`src/glsp_pkg.sv`:
```
// Package for the generational lease slot pool: request and result beat types,
// request and status codes, and default sizing constants. No dependencies.
package glsp_pkg;

	localparam int SLOTS_DEF = 16;
	localparam int COUNT_BITS_DEF = 16;
	localparam int GEN_BITS_DEF = 32;
	localparam int CAP_BITS = 5;

	typedef enum logic [2:0] {
		REQ_RESERVE = 3'd0,
		REQ_ACQUIRE = 3'd1,
		REQ_RELEASE = 3'd2,
		REQ_CANCEL  = 3'd3,
		REQ_FCLEAR  = 3'd4
	} req_code_t;

	typedef enum logic [2:0] {
		ST_OK        = 3'd0,
		ST_BAD_SLOT  = 3'd1,
		ST_NONE_FREE = 3'd2,
		ST_REJECTED  = 3'd3,
		ST_FULL      = 3'd4,
		ST_UNDERFLOW = 3'd5
	} status_code_t;

	typedef struct packed {
		logic [2:0]  req_type;
		logic [3:0]  slot_index;
		logic [31:0] generation;
		logic [15:0] pend_load;
	} req_t;

	typedef struct packed {
		logic [2:0]  status;
		logic [3:0]  result_slot;
		logic [31:0] result_generation;
		logic [15:0] result_refcount;
		logic [15:0] result_pending;
	} rsp_t;

endpackage

```
`src/generational_lease_slot_pool.sv`:
```
// Generational lease slot pool top level: front checker, request queue,
// table back end and result queue. Depends on glsp_pkg and its submodules.
// Path: front register, request queue, back end's busy register, result queue. The back end
// takes no new request until its read-then-commit step has handed the last result on.
// Reset clears all slot tables, the search pointer and the queues at once;
// the capacity register cap_q resets to 16.
module generational_lease_slot_pool #(
	parameter int SLOTS = glsp_pkg::SLOTS_DEF,
	parameter int COUNT_BITS = glsp_pkg::COUNT_BITS_DEF,
	parameter int GEN_BITS = glsp_pkg::GEN_BITS_DEF
) (
	input  logic                          clk,
	input  logic                          arst_n,
	input  logic                          push,
	input  glsp_pkg::req_t                req,
	output logic                          full,
	output logic                          empty,
	input  logic                          pop,
	output glsp_pkg::rsp_t                rsp,
	input  logic                          cfg_we,
	input  logic [glsp_pkg::CAP_BITS-1:0] cfg_data
);
	import glsp_pkg::*;

	localparam int QW = $bits(req_t) + 1;

	logic [CAP_BITS-1:0] cap_q;
	logic   f_vld, f_rdy, f_bad;
	req_t   f_req;
	logic   q_full, q_empty, b_rdy, b_vld, r_full;
	logic [QW-1:0] q_dout;
	rsp_t   b_rsp;

	always_ff @(posedge clk or negedge arst_n) begin
		if (!arst_n) cap_q <= CAP_BITS'(16);
		else if (cfg_we) cap_q <= cfg_data;
	end

	assign full = !f_rdy;

	glsp_front #(.SLOTS(SLOTS)) u_front (
		.clk, .arst_n, .cap(cap_q),
		.in_valid(push), .in_req(req), .in_ready(f_rdy),
		.out_valid(f_vld), .out_req(f_req), .out_bad(f_bad), .out_ready(!q_full)
	);

	glsp_fifo #(.W(QW)) u_q (
		.clk, .arst_n, .push(f_vld), .din({f_req, f_bad}), .full(q_full),
		.pop(b_rdy), .dout(q_dout), .empty(q_empty)
	);

	glsp_back #(.SLOTS(SLOTS), .COUNT_BITS(COUNT_BITS), .GEN_BITS(GEN_BITS)) u_back (
		.clk, .arst_n, .cap(cap_q),
		.in_valid(!q_empty), .in_req(q_dout[QW-1:1]), .in_bad(q_dout[0]),
		.in_ready(b_rdy),
		.out_valid(b_vld), .out_rsp(b_rsp), .out_ready(!r_full)
	);

	glsp_fifo #(.W($bits(rsp_t))) u_rq (
		.clk, .arst_n, .push(b_vld), .din(b_rsp), .full(r_full),
		.pop, .dout(rsp), .empty
	);

	a_cap: assert property (@(posedge clk) disable iff (!arst_n)
		cfg_we |=> cap_q == $past(cfg_data))
		else $error("capacity write lost");
	a_nopush_full: assert property (@(posedge clk) disable iff (!arst_n)
		full |-> u_front.out_valid)
		else $error("full without a held request");
	a_res_order: assert property (@(posedge clk) disable iff (!arst_n)
		!empty && !pop |=> !empty)
		else $error("result vanished");
endmodule

```
`src/glsp_fifo.sv`:
```
// Small two-entry queue between the front and the back, and on the result side.
// No dependencies; the payload width is handed in as a parameter.
module glsp_fifo #(
	parameter int W = 8
) (
	input  logic         clk,
	input  logic         arst_n,
	input  logic         push,
	input  logic [W-1:0] din,
	output logic         full,
	input  logic         pop,
	output logic [W-1:0] dout,
	output logic         empty
);
	logic [W-1:0] mem_q [2];
	logic         wp_q, rp_q;
	logic [1:0]   cnt_q;
	logic         do_push, do_pop;

	assign full = cnt_q == 2'd2;
	assign empty = cnt_q == 2'd0;
	assign do_push = push && !full;
	assign do_pop = pop && !empty;
	assign dout = mem_q[rp_q];

	always_ff @(posedge clk) begin
		if (do_push) mem_q[wp_q] <= din;
	end

	always_ff @(posedge clk or negedge arst_n) begin
		if (!arst_n) begin
			wp_q <= 1'b0;
			rp_q <= 1'b0;
			cnt_q <= 2'd0;
		end else begin
			if (do_push) wp_q <= ~wp_q;
			if (do_pop) rp_q <= ~rp_q;
			cnt_q <= cnt_q + {1'b0, do_push} - {1'b0, do_pop};
		end
	end

	a_cnt_range: assert property (@(posedge clk) disable iff (!arst_n) cnt_q != 2'd3)
		else $error("queue count out of range");
	a_no_ovf: assert property (@(posedge clk) disable iff (!arst_n)
		full && !do_pop |=> full || $past(do_push) == 1'b0)
		else $error("queue overflow");
	a_ptr_eq: assert property (@(posedge clk) disable iff (!arst_n)
		(cnt_q == 2'd0 || cnt_q == 2'd2) |-> wp_q == rp_q)
		else $error("queue pointers out of step");
endmodule

```
`src/glsp_front.sv`:
```
// Front stage: takes request beats, checks the slot range of each non-reserve request
// against the capacity and tags it as bad-slot or go. Depends on glsp_pkg.
module glsp_front #(
	parameter int SLOTS = glsp_pkg::SLOTS_DEF
) (
	input  logic                            clk,
	input  logic                            arst_n,
	input  logic [glsp_pkg::CAP_BITS-1:0]   cap,
	input  logic                            in_valid,
	input  glsp_pkg::req_t                  in_req,
	output logic                            in_ready,
	output logic                            out_valid,
	output glsp_pkg::req_t                  out_req,
	output logic                            out_bad,
	input  logic                            out_ready
);
	import glsp_pkg::*;

	req_t req_s1;
	logic bad_s1, vld_s1;
	logic bad;

	// capacity is the smaller of the register and the table size
	assign bad = (in_req.req_type != REQ_RESERVE) &&
		(({1'b0, in_req.slot_index} >= cap) || (int'(in_req.slot_index) >= SLOTS));
	assign in_ready = !vld_s1 || out_ready;
	assign out_valid = vld_s1;
	assign out_req = req_s1;
	assign out_bad = bad_s1;

	always_ff @(posedge clk) begin
		if (in_valid && in_ready) begin
			req_s1 <= in_req;
			bad_s1 <= bad;
		end
	end

	always_ff @(posedge clk or negedge arst_n) begin
		if (!arst_n) vld_s1 <= 1'b0;
		else if (in_ready) vld_s1 <= in_valid;
	end

	a_hold: assert property (@(posedge clk) disable iff (!arst_n)
		vld_s1 && !out_ready |=> vld_s1 && $stable(req_s1))
		else $error("front dropped a stalled request");
	a_bad_res: assert property (@(posedge clk) disable iff (!arst_n)
		vld_s1 && req_s1.req_type == REQ_RESERVE |-> !bad_s1)
		else $error("reserve flagged bad slot");
	a_slots: assert property (@(posedge clk) SLOTS >= 1)
		else $error("no slots");
endmodule

```
`src/glsp_back.sv`:
```
// Back stage: holds the slot tables and executes one request at a time (read/scan,
// then write and result, the write waiting while the result side stalls). Depends on glsp_pkg.
module glsp_back #(
	parameter int SLOTS = glsp_pkg::SLOTS_DEF,
	parameter int COUNT_BITS = glsp_pkg::COUNT_BITS_DEF,
	parameter int GEN_BITS = glsp_pkg::GEN_BITS_DEF
) (
	input  logic                          clk,
	input  logic                          arst_n,
	input  logic [glsp_pkg::CAP_BITS-1:0] cap,
	input  logic                          in_valid,
	input  glsp_pkg::req_t                in_req,
	input  logic                          in_bad,
	output logic                          in_ready,
	output logic                          out_valid,
	output glsp_pkg::rsp_t                out_rsp,
	input  logic                          out_ready
);
	import glsp_pkg::*;

	localparam int IW = (SLOTS > 1) ? $clog2(SLOTS) : 1;
	localparam int PW = IW + 1;
	localparam logic [COUNT_BITS-1:0] CMAX = {COUNT_BITS{1'b1}};

	logic [GEN_BITS-1:0]   gen_q [SLOTS];
	logic [COUNT_BITS-1:0] ref_q [SLOTS];
	logic [COUNT_BITS-1:0] pnd_q [SLOTS];
	logic [PW-1:0]         ptr_q;
	logic                  busy_q;
	req_t                  req_q;
	logic                  bad_q;

	logic [PW-1:0] capw, start;
	logic [SLOTS-1:0] freev;
	logic          found;
	logic [PW-1:0] pick;
	logic [IW-1:0] sidx;
	logic [GEN_BITS-1:0]   g;
	logic [COUNT_BITS-1:0] r, p, nr, np;
	logic [GEN_BITS-1:0]   ng;
	logic [2:0]  st;
	logic        wr;
	logic [PW-1:0] nptr;
	logic [COUNT_BITS-1:0] load;
	rsp_t rsp;

	assign capw = (int'(cap) > SLOTS) ? PW'(SLOTS) : PW'(cap);
	assign start = (ptr_q < capw) ? ptr_q : '0;
	assign in_ready = !busy_q;
	assign out_valid = busy_q;
	assign out_rsp = rsp;

	always_comb begin
		for (int i = 0; i < SLOTS; i++)
			freev[i] = (PW'(i) < capw) && ref_q[i] == '0 && pnd_q[i] == '0;
	end

	// Rotating priority pick: first free slot at or after start, else first overall.
	always_comb begin
		logic hi_f, lo_f;
		logic [PW-1:0] hi_i, lo_i;
		hi_f = 1'b0; lo_f = 1'b0; hi_i = '0; lo_i = '0;
		for (int i = SLOTS - 1; i >= 0; i--) begin
			if (freev[i]) begin
				lo_f = 1'b1; lo_i = PW'(i);
				if (PW'(i) >= start) begin
					hi_f = 1'b1; hi_i = PW'(i);
				end
			end
		end
		found = hi_f || lo_f;
		pick = hi_f ? hi_i : lo_i;
	end

	always_comb begin
		sidx = (req_q.req_type == REQ_RESERVE) ? pick[IW-1:0] : req_q.slot_index[IW-1:0];
		g = gen_q[sidx];
		r = ref_q[sidx];
		p = pnd_q[sidx];
		ng = g; nr = r; np = p;
		st = ST_OK;
		wr = 1'b0;
		nptr = ptr_q;
		if (COUNT_BITS >= 16) load = COUNT_BITS'(req_q.pend_load);
		else load = (req_q.pend_load > 16'(CMAX)) ? CMAX
			: COUNT_BITS'(req_q.pend_load);
		rsp = '0;
		if (req_q.req_type == REQ_RESERVE) begin
			if (capw == '0) begin
				st = ST_NONE_FREE;
			end else if (!found) begin
				st = ST_NONE_FREE;
				nptr = (start + 1'b1 >= capw) ? '0 : start + 1'b1;
			end else begin
				wr = 1'b1;
				ng = g + 1'b1;
				np = load;
				nptr = (pick + 1'b1 >= capw) ? '0 : pick + 1'b1;
			end
			rsp.status = st;
			if (st == ST_OK) begin
				rsp.result_slot = 4'(pick);
				rsp.result_generation = 32'(ng);
				rsp.result_refcount = 16'(nr);
				rsp.result_pending = 16'(np);
			end
		end else begin
			if (bad_q) begin
				st = ST_BAD_SLOT;
			end else begin
				unique case (req_q.req_type)
					REQ_ACQUIRE: begin
						if (g != GEN_BITS'(req_q.generation)) st = ST_REJECTED;
						else if (r == CMAX) st = ST_FULL;
						else begin
							wr = 1'b1; nr = r + 1'b1;
							if (p != '0) np = p - 1'b1;
						end
					end
					REQ_RELEASE: begin
						if (r == '0) st = ST_UNDERFLOW;
						else begin wr = 1'b1; nr = r - 1'b1; end
					end
					REQ_CANCEL: begin
						if (g != GEN_BITS'(req_q.generation) || r != '0) st = ST_REJECTED;
						else begin wr = 1'b1; np = '0; end
					end
					REQ_FCLEAR: begin
						if (p != '0) begin
							if (r != '0) st = ST_REJECTED;
							else begin wr = 1'b1; np = '0; end
						end
					end
					default: st = ST_REJECTED;
				endcase
			end
			rsp.status = st;
			rsp.result_slot = req_q.slot_index;
			if (!bad_q) begin
				rsp.result_generation = 32'(ng);
				rsp.result_refcount = 16'(nr);
				rsp.result_pending = 16'(np);
			end
		end
	end

	always_ff @(posedge clk) begin
		if (in_valid && !busy_q) begin
			req_q <= in_req;
			bad_q <= in_bad;
		end
	end

	always_ff @(posedge clk or negedge arst_n) begin
		if (!arst_n) begin
			busy_q <= 1'b0;
			ptr_q <= '0;
			for (int i = 0; i < SLOTS; i++) begin
				gen_q[i] <= '0; ref_q[i] <= '0; pnd_q[i] <= '0;
			end
		end else if (busy_q) begin
			if (out_ready) begin
				busy_q <= 1'b0;
				ptr_q <= nptr;
				if (wr) begin
					gen_q[sidx] <= ng; ref_q[sidx] <= nr; pnd_q[sidx] <= np;
				end
			end
		end else begin
			busy_q <= in_valid;
		end
	end

	a_ptr: assert property (@(posedge clk) disable iff (!arst_n) ptr_q <= PW'(SLOTS))
		else $error("search pointer out of range");
	a_ok_free: assert property (@(posedge clk) disable iff (!arst_n)
		busy_q && req_q.req_type == REQ_RESERVE && st == ST_OK |-> r == '0 && p == '0)
		else $error("reserve picked a busy slot");
	a_bad_nowr: assert property (@(posedge clk) disable iff (!arst_n)
		busy_q && bad_q |-> !wr)
		else $error("bad slot changed state");
endmodule
```
`config.mk`:
```
export PLATFORM = sky130hd
export DESIGN_NAME = generational_lease_slot_pool
export DESIGN_NICKNAME = d
export VERILOG_FILES = /design/src/glsp_pkg.sv /design/src/generational_lease_slot_pool.sv /design/src/glsp_fifo.sv /design/src/glsp_front.sv /design/src/glsp_back.sv
export SDC_FILE = /design/constraint.sdc
export NUM_CORES = 2
export LEC_CHECK = 0
export BUFFER_PORTS_ARGS = -buffer_cell sky130_fd_sc_hd__buf_2
export CAP_MARGIN = 0
export CELL_PAD_IN_SITES_DETAIL_PLACEMENT = 1
export CELL_PAD_IN_SITES_GLOBAL_PLACEMENT = 2
export CORE_MARGIN = 2
export CORE_UTILIZATION = 30
export DETAILED_ROUTE_END_ITERATION = 8
export PLACE_DENSITY_LB_ADDON = 0.1
export SYNTH_ARGS = -nofsm -noshare
export SYNTH_HDL_FRONTEND = slang
export SYNTH_HIERARCHICAL = 1
export SYNTH_SLANG_ARGS = --single-unit
```
`constraint.sdc`:
```
create_clock -name clk -period 23 [get_ports clk]
set_input_delay 3.45 -clock clk [delete_from_list [all_inputs] [get_ports clk]]
set_output_delay 3.45 -clock clk [all_outputs]
set_load 0.05 [all_outputs]
```
-- After elaboration in Yosys (flattened, before gate mapping)
Memories as Yosys holds them, arrays and structs flattened. A register that Yosys moved wholly into a read port is not among the register bits.
Index checks and enable logic that the tools add are counted.
- bitwise logic cells: 7
- order comparisons: 39
- reduce and logical (&&, ||, !) cells: 92
- $add $sub $neg: 10
- $mul: 0
- shifts and indexed selects: 0
- div/mod/pow operators: 0
- multiplexer cells: 170
- equal/unequal tests: 8
- operator list (cell ; count):
    zero test 16 bit ; 33
    bitwise mux 256 bit ; 2
    bitwise mux 512 bit ; 1
    two-way mux 16 bit ; 20
    two-way mux 32 bit ; 6
    two-way mux 5 bit ; 37
    binary-select mux 16 bit (select 4 bit) ; 2
    binary-select mux 32 bit (select 4 bit) ; 1
    demux 32 bit (select 4 bit) ; 1
    two-way mux 4 bit ; 18
    two-way mux 71 bit ; 1
    two-way mux 68 bit ; 1
    demux 16 bit (select 4 bit) ; 1
    two-way mux 1 bit ; 64
    two-way mux 64 bit ; 1
    case mux 16 bit (3 select lines) ; 1
    greater-or-equal comparator 4 x 5 -> 1 bit, first input constant ; 8
    less-than comparator 4 x 5 -> 1 bit, first input constant ; 8
    logical AND 1 bit ; 39
    adder 32 x 1 -> 32 bit, second input constant ; 1
    != test 32 bit ; 1
    case mux 16 bit (2 select lines) ; 1
    nonzero test 16 bit ; 2
    subtractor 16 x 1 -> 16 bit, second input constant ; 2
    other kinds (35) ; 74
- logic and storage cells: 391
- bits in latches: 0
- register bits after elaboration: 1100
- bits in writable memories: 254
- ROM bits: 0
- memories kept: 2
- input port bits: 65
- memories (memory ; depth ; width ; read ports ; clocked after memory_dff ; write ports ; line ; text):
    u_rq.mem_q ; 2 ; 71 ; 1 ; 0 ; 1 ; glsp_fifo.sv:15 ; logic [W-1:0] mem_q [2];
    u_q.mem_q ; 2 ; 56 ; 1 ; 1 ; 1 ; glsp_fifo.sv:15 ;

-- Depth between registers and ports, before layout
- depth in word-level cells: 51
- gate-level depth with buffers: 46
- depth with buffers taken out: 31

-- Cells and area by module
Netlist, hierarchy kept.
- modules (own cells, without submodules) (module ; area each (um^2) ; cells an instance ; instances ; seq. area each (um^2)):
    glsp_back ; 56260.2 ; 5829 ; 1 ; 27456.3
    glsp_fifo at u_rq ; 5671.7 ; 239 ; 1 ; 4364.2
    glsp_fifo at u_q ; 4359.2 ; 192 ; 1 ; 3463.3
    glsp_front ; 1834.3 ; 75 ; 1 ; 1706.6
    generational_lease_slot_pool ; 197.7 ; 14 ; 1 ; 126.4

-- Worst setup path after synthesis
No wires, ideal clock.
- path type: register -> register
- from: reg cap_q[4]
- to: reg u_back/pnd_q[177] (netlist name)
- stages on the path, launching flop included: 39
- path slack: 13913 ps
- arrival: 8962 ps
- library setup time: 125 ps
- buffers on the path: 12
- clock period less this slack: 9087 ps
- path through: dfstp_2 buf_2 inv_1 nand2_1 ha_1 a211oi_2 o221a_4 buf_6 buf_6 nand2_1 ha_1 and3b_1 nand3_1 a2111oi_0 a2bb2oi_1 o22ai_1 o21ai_2 buf_4 (+3 left out) buf_4 buf_2 buf_4 mux2i_1 a211oi_1 o31ai_1 ha_1 inv_1 or4b_1 nor4_2 and4b_1 nor2_1 a21boi_1 o211ai_2 buf_2 o211ai_2 buf_2 mux2_2
- cells in the longest elaborated chain, start to end: 51
- RTL lines (what ; line ; text):
    start: declaration ; generational_lease_slot_pool.sv:27 ; logic [CAP_BITS-1:0] cap_q;
    start signal: assignment ; generational_lease_slot_pool.sv:36 ; else if (cfg_we) cap_q <= cfg_data;
    > comparator 5 bit ; glsp_back.sv:47 ; assign capw = (int'(cap) > SLOTS) ? PW'(SLOTS) : PW'(cap);
    two-way mux 5 bit * ; glsp_back.sv:47 ;
    less-than comparator 5 bit ; glsp_back.sv:48 ; assign start = (ptr_q < capw) ? ptr_q : '0;
    two-way mux 5 bit ; glsp_back.sv:48 ;
    greater-or-equal comparator 4 x 5 -> 1 bit ; glsp_back.sv:66 ; if (PW'(i) >= start) begin
    two-way mux 4 bit or two-way mux 1 bit (tied branches) ; glsp_back.sv:66 ;
    two-way mux 5 bit or two-way mux 1 bit (tied branches) ; glsp_back.sv:64 ; if (freev[i]) begin
    two-way mux 5 bit or two-way mux 1 bit (tied branches) ; glsp_back.sv:66 ;
    (+35 left out) ; - ;
    subtractor 16 x 1 -> 16 bit or nonzero test 16 bit (tied branches) ; glsp_back.sv:117, glsp_back.sv:129 ;
    two-way mux 16 bit ; glsp_back.sv:117 ; if (p != '0) np = p - 1'b1;
    two-way mux 16 bit ; glsp_back.sv:114 ; else if (r == CMAX) st = ST_FULL;
    two-way mux 16 bit ; glsp_back.sv:113 ; if (g != GEN_BITS'(req_q.generation)) st = ST_REJECTED;
    case mux 16 bit (3 select lines) ; glsp_back.sv:111 ; unique case (req_q.req_type)
    two-way mux 16 bit ; glsp_back.sv:108 ; if (bad_q) begin
    two-way mux 16 bit ; glsp_back.sv:88 ; if (req_q.req_type == REQ_RESERVE) begin
    bitwise mux 256 bit ; glsp_back.sv:166 ; gen_q[sidx] <= ng; ref_q[sidx] <= nr; pnd_q[sidx] <= np;
    end signal: indexed assignment ; glsp_back.sv:166 ;
    end: declaration ; glsp_back.sv:27 ; logic [COUNT_BITS-1:0] pnd_q [SLOTS];
Every way passes the cells marked *; elsewhere a longest branch is shown, timed or not. The select of a mux whose other input is x is not followed.
A chain may end at the register's enable or synchronous reset.

-- Worst setup path in the final report
- from: reg cap_q[4]
- to: reg u_back/ref_q[113] (netlist name)
- cells in the longest elaborated chain, start to end: 50
- RTL lines (what ; line ; text):
    > comparator 5 bit ; glsp_back.sv:47 ;
    two-way mux 5 bit * ; glsp_back.sv:47 ;
    less-than comparator 5 bit ; glsp_back.sv:48 ;
    two-way mux 5 bit ; glsp_back.sv:48 ;
    greater-or-equal comparator 4 x 5 -> 1 bit ; glsp_back.sv:66 ;
    two-way mux 4 bit or two-way mux 1 bit (tied branches) ; glsp_back.sv:66 ;
    two-way mux 5 bit or two-way mux 1 bit (tied branches) ; glsp_back.sv:64 ;
    two-way mux 5 bit or two-way mux 1 bit (tied branches) ; glsp_back.sv:66 ;
    (+33 left out) ; - ;
    two-way mux 16 bit (implied by the code) or two-way mux 32 bit (tied branches) (2 in series) ; glsp_back.sv:78, glsp_back.sv:77 ;
    adder 16 x 1 -> 16 bit, or another cell as far along ; glsp_back.sv:116 ; wr = 1'b1; nr = r + 1'b1;
    two-way mux 16 bit, or another cell as far along ; glsp_back.sv:114 ;
    two-way mux 16 bit, or another cell as far along ; glsp_back.sv:113 ;
    case mux 16 bit (2 select lines) or case mux 1 bit (4 select lines) (tied branches) ; glsp_back.sv:111 ;
    two-way mux 16 bit or two-way mux 1 bit (tied branches) ; glsp_back.sv:108 ;
    two-way mux 16 bit or two-way mux 1 bit (tied branches) ; glsp_back.sv:88 ;
    bitwise mux 256 bit or AND reduction 3 bit (tied branches) ; - ;
    end signal: indexed assignment ; glsp_back.sv:166 ;
    end: declaration ; glsp_back.sv:26 ; logic [COUNT_BITS-1:0] ref_q [SLOTS];
Marked as above.

==> flow_results.xml <==
<?xml version="1.0" encoding="UTF-8"?>
<metrics>
  <group name="clocking">
    <metric name="tritoncts" unit="">done</metric>
    <metric name="hold_buffers" unit="">0</metric>
    <metric name="clock_insertion_delay_worst_skew" unit="ns">0.83</metric>
    <metric name="clk_path_buf_depth" unit="">3</metric>
    <metric name="cts_repair_resize_count" unit="">0</metric>
    <metric name="cts_made_buffers" unit="">167</metric>
    <metric name="h_tree_level_count" unit="">4</metric>
    <metric name="path_clk_slew" unit="ns">0.06</metric>
    <metric name="clk_root_buffer_cell" unit="">sky130_fd_sc_hd__clkbuf_16</metric>
    <metric name="postCtsSetupRepairBufs" unit="">0</metric>
    <metric name="clock-sinks" unit="">1410</metric>
  </group>
  <group name="timing">
    <metric name="layout_min_cycle_time" unit="ns">13.22</metric>
    <metric name="rsz0062_at_grt" unit="">false</metric>
    <metric name="pins_over_their_slew_limit" unit="">0</metric>
    <metric name="finalSetupViolations" unit="">0</metric>
    <metric name="worst-slew-pin-transition" unit="ns">1.45</metric>
    <metric name="timing.fmax" unit="GHz">0.0756</metric>
    <metric name="layout_setup_ws" unit="ns">9.78</metric>
    <metric name="final.setup.tns" unit="ns">0</metric>
    <metric name="slew-limit-headroom" unit="%">2.36</metric>
    <metric name="worst_clock_skew" unit="ns">0.0346</metric>
    <metric name="layout_worst_path_cycle_share" unit="%">57.5</metric>
    <metric name="finalHoldViolations" unit="">0</metric>
  </group>
  <group name="floorplan">
    <metric name="die_width" unit="um">481</metric>
    <metric name="io_pins" unit="">138</metric>
    <metric name="die_y" unit="um">481</metric>
    <metric name="std_cell_rows" unit="">175</metric>
    <metric name="placeableCoreArea" unit="um^2">227000</metric>
    <metric name="floorplan.initialDensity" unit="%">30.1</metric>
    <metric name="floorplan.die_area" unit="um^2">232000</metric>
  </group>
  <group name="routing">
    <metric name="drc" unit="">0</metric>
    <metric name="detailroute.via_count" unit="">50900</metric>
    <metric name="dr.first_iter.drc_count" unit="">3708</metric>
    <metric name="post_drt_via_cell_ratio" unit="">5.34</metric>
    <metric name="wl_per_cell" unit="um">30.4</metric>
    <metric name="first_pass_iters" unit="">7</metric>
    <metric name="wirelength" unit="mm">289</metric>
    <metric name="drtAntennaViolNets" unit="">0</metric>
  </group>
  <group name="placement">
    <metric name="dp_hpwl" unit="mm">192</metric>
    <metric name="io_buffer_count" unit="">137</metric>
    <metric name="dp_worst_setup_slack" unit="ns">10.01</metric>
    <metric name="gp_congestion" unit="">0.874</metric>
    <metric name="placed_cells_incl_taps" unit="">9225</metric>
  </group>
  <group name="critical_path">
    <metric name="criticalPathCategory" unit="">flip-flop to flip-flop</metric>
    <metric name="timing.critical_path.from_type" unit="">flip-flop</metric>
    <metric name="cp_common_cell" unit="">sky130_fd_sc_hd__buf_4</metric>
    <metric name="critPathMaxFanout" unit="">33</metric>
    <metric name="worstPathRequired" unit="ns">23.69</metric>
    <metric name="max_stage_delay" unit="ns">1.16</metric>
    <metric name="r2r_setup_slack" unit="ns">9.78</metric>
    <metric name="endpoint_kind" unit="">flip-flop</metric>
    <metric name="arrival" unit="ns">13.91</metric>
    <metric name="critical_path.slowest_cell" unit="">sky130_fd_sc_hd__nor2_1</metric>
  </group>
  <group name="status">
    <metric name="status" unit="">finished clean</metric>
  </group>
  <group name="finish">
    <metric name="fillers" unit="">24900</metric>
    <metric name="fin_cells" unit="">9522</metric>
    <metric name="layout.area.seq" unit="um^2">37100</metric>
    <metric name="share_of_cells_above_drive_strength_1" unit="%">17.5</metric>
    <metric name="design.final.nets" unit="">6479</metric>
    <metric name="multiInputGateArea" unit="um^2">29200</metric>
    <metric name="area_growth_syn_to_fin" unit="%">14.0</metric>
    <metric name="utilization" unit="%">34.3</metric>
  </group>
  <group name="yosys">
    <metric name="syn_nets" unit="">6443</metric>
    <metric name="yosys.area.top_type" unit="">sky130_fd_sc_hd__dfrtp_1</metric>
    <metric name="flop_and_latch_count_out_of_synthesis" unit="">1410</metric>
    <metric name="post_synth_instance_area" unit="um^2">68300</metric>
    <metric name="synth_edf_count" unit="">366</metric>
    <metric name="async_flop_share" unit="%">74.0</metric>
    <metric name="post_synth_inst_count" unit="">6349</metric>
    <metric name="yosys.cell_types.count" unit="">112</metric>
    <metric name="ys_dominant_reg_cell" unit="">sky130_fd_sc_hd__dfrtp_1</metric>
    <metric name="ys.warnings.count" unit="">6</metric>
    <metric name="netlist.area_leader.share" unit="%">38.2</metric>
    <metric name="synth_sequential_area_ratio" unit="%">54.3</metric>
    <metric name="mean_instance_size_in_the_synthesized_netlist" unit="um^2">10.8</metric>
    <metric name="synth_top_cells_by_area" unit="">sky130_fd_sc_hd__dfrtp_1 (38%), sky130_fd_sc_hd__edfxtp_1 (16%), sky130_fd_sc_hd__nand2_1 (9.4%), sky130_fd_sc_hd__mux2_2 (5.3%), sky130_fd_sc_hd__mux2i_1 (4.7%)</metric>
  </group>
  <group name="grt">
    <metric name="first_global_vias" unit="">52900</metric>
    <metric name="global_route_wire_length_before_repair" unit="mm">413</metric>
    <metric name="antenna_violations_before_repair" unit="">7</metric>
    <metric name="globalRouteOverflowTotal" unit="">0</metric>
    <metric name="grt_start_max_net_pins" unit="">154</metric>
    <metric name="global_route.usage.total" unit="%">24.8</metric>
  </group>
  <group name="flow_run">
    <metric name="maxCapViolations" unit="">0</metric>
  </group>
  <group name="worst_hold_path">
    <metric name="worst_hold_path_type" unit="">flip-flop to flip-flop</metric>
  </group>
</metrics>
[per-layer routing]
layer	vias to the layer above	GRT usage, %	share of wire [%]
met4	0	5.49	2.1
li1	22500	-	-
met3	263	2.35	3.0
met2	934	42.0	49
met1	27100	34.2	46
met5	-	0	0
[sequential cells by signal, summed over array words and instances (netlist names), 2 cells and up]
register	flops
u_back/ptr_q	5
u_back/load	16
u_q/cnt_q	2
u_back/pnd_q	256
u_rq/cnt_q	2
cap_q	5
u_back/req_q	39
u_rq/mem_q	142
u_back/ref_q	256
u_back/gen_q	512
u_front/out_req	55
u_q/mem_q	112
[placed cells by master, fill, tap and decap left out, drive strengths merged, types with 43 or more instances in the layout]
master  instances
nand3          82
o22ai          64
a22oi         115
a31oi          81
clkbuf        238
mux2i         321
nand2        1716
o21ai         124
nor3           96
nor4          150
buf           328
nand4          55
a21oi         243
clkinv         43
nor2          218
edfxtp        366
xnor2          64
inv            52
mux2          629
dfrtp        1043
[worst max-delay path: cells and delay by family (launching register included)]
kind | cells | cell delay, ns
AND/OR/NAND/NOR | 13 | 5.78
multiplexers | 1 | 0.40
AO/OA/AOI/OAI | 8 | 3.19
flip-flops | 1 | 0.71
buffers and inverters | 7 | 2.30
adder cells (fa/ha/maj) | 2 | 0.49
[per-stage QoR]
stage	hold WS (ns)	area [um^2]
after floorplan	0.421	68300
after global placement	0.425	72500
after detailed placement	0.434	72500
after CTS	0.446	77900
after global routing	0.455	77900
final	0.444	77900
[cells in the mapped netlist, types with 11 or more instances]
library cell / instances
sky130_fd_sc_hd__a2111oi_2: 11
sky130_fd_sc_hd__a21o_1: 13
sky130_fd_sc_hd__a21oi_1: 239
sky130_fd_sc_hd__a22o_1: 15
sky130_fd_sc_hd__a22oi_1: 115
sky130_fd_sc_hd__a31oi_1: 80
sky130_fd_sc_hd__a32oi_1: 11
sky130_fd_sc_hd__and2_1: 30
sky130_fd_sc_hd__and3_1: 29
sky130_fd_sc_hd__and4_1: 30
sky130_fd_sc_hd__buf_1: 21
sky130_fd_sc_hd__buf_2: 177
sky130_fd_sc_hd__buf_4: 22
sky130_fd_sc_hd__buf_6: 30
sky130_fd_sc_hd__clkbuf_1: 204
sky130_fd_sc_hd__dfrtp_1: 1043
sky130_fd_sc_hd__edfxtp_1: 366
sky130_fd_sc_hd__ha_1: 29
sky130_fd_sc_hd__inv_1: 40
sky130_fd_sc_hd__mux2_1: 211
sky130_fd_sc_hd__mux2_2: 319
sky130_fd_sc_hd__mux2_4: 99
sky130_fd_sc_hd__mux2i_1: 321
sky130_fd_sc_hd__mux4_2: 12
sky130_fd_sc_hd__nand2_1: 1716
sky130_fd_sc_hd__nand2b_1: 17
sky130_fd_sc_hd__nand3_1: 81
sky130_fd_sc_hd__nand4_1: 55
sky130_fd_sc_hd__nor2_1: 215
sky130_fd_sc_hd__nor2b_1: 11
sky130_fd_sc_hd__nor3_1: 89
sky130_fd_sc_hd__nor4_1: 142
sky130_fd_sc_hd__o211ai_1: 12
sky130_fd_sc_hd__o21ai_0: 106
sky130_fd_sc_hd__o21ai_1: 17
sky130_fd_sc_hd__o22ai_1: 64
sky130_fd_sc_hd__o31ai_1: 14
sky130_fd_sc_hd__or3_1: 18
sky130_fd_sc_hd__or4_1: 27
sky130_fd_sc_hd__xnor2_1: 64
sky130_fd_sc_hd__xor2_1: 20
[final timing paths]
kind | startpoint | to | depth (start not counted)
worst max-delay path | cap_q[4] | u_back/ref_q[113] | 31
worst min-delay path | u_front/out_req[34] | u_q/mem_q[0][35] | 0
worst max register to register | cap_q[4] | u_back/ref_q[113] | 31
worst min register to register | u_front/out_req[34] | u_q/mem_q[0][35] | 0
max in group asynchronous | arst_n | u_back/gen_q[139] | 6
min in group asynchronous | arst_n | cap_q[3] | 1
[layout make-up]
class / count / area share (%)
timing repair buffer: 328 / 2.80
sequential: 1410 / 47.7
clock buffer: 238 / 6.14
clock inverter: 57 / 0.778
antenna: 2 / 0.00643
multi-input combinational: 4433 / 37.5
tap: 3009 / 4.83
inverter: 45 / 0.238
[cell families after synthesis]
group,after synthesis,share of synthesized area (%)
adders and majority gates,29,0.531
buffers and inverters,506,3.72
and+or+nand+nor,2515,16.0
xor gates and xnor gates,84,1.08
DFF,1410,54.3
AOI/OAI and AO/OA,843,8.29
muxes,962,16.0
Power is not shown: default switching activity piles up to over one toggle a cycle in this logic, so the estimate is an artifact.
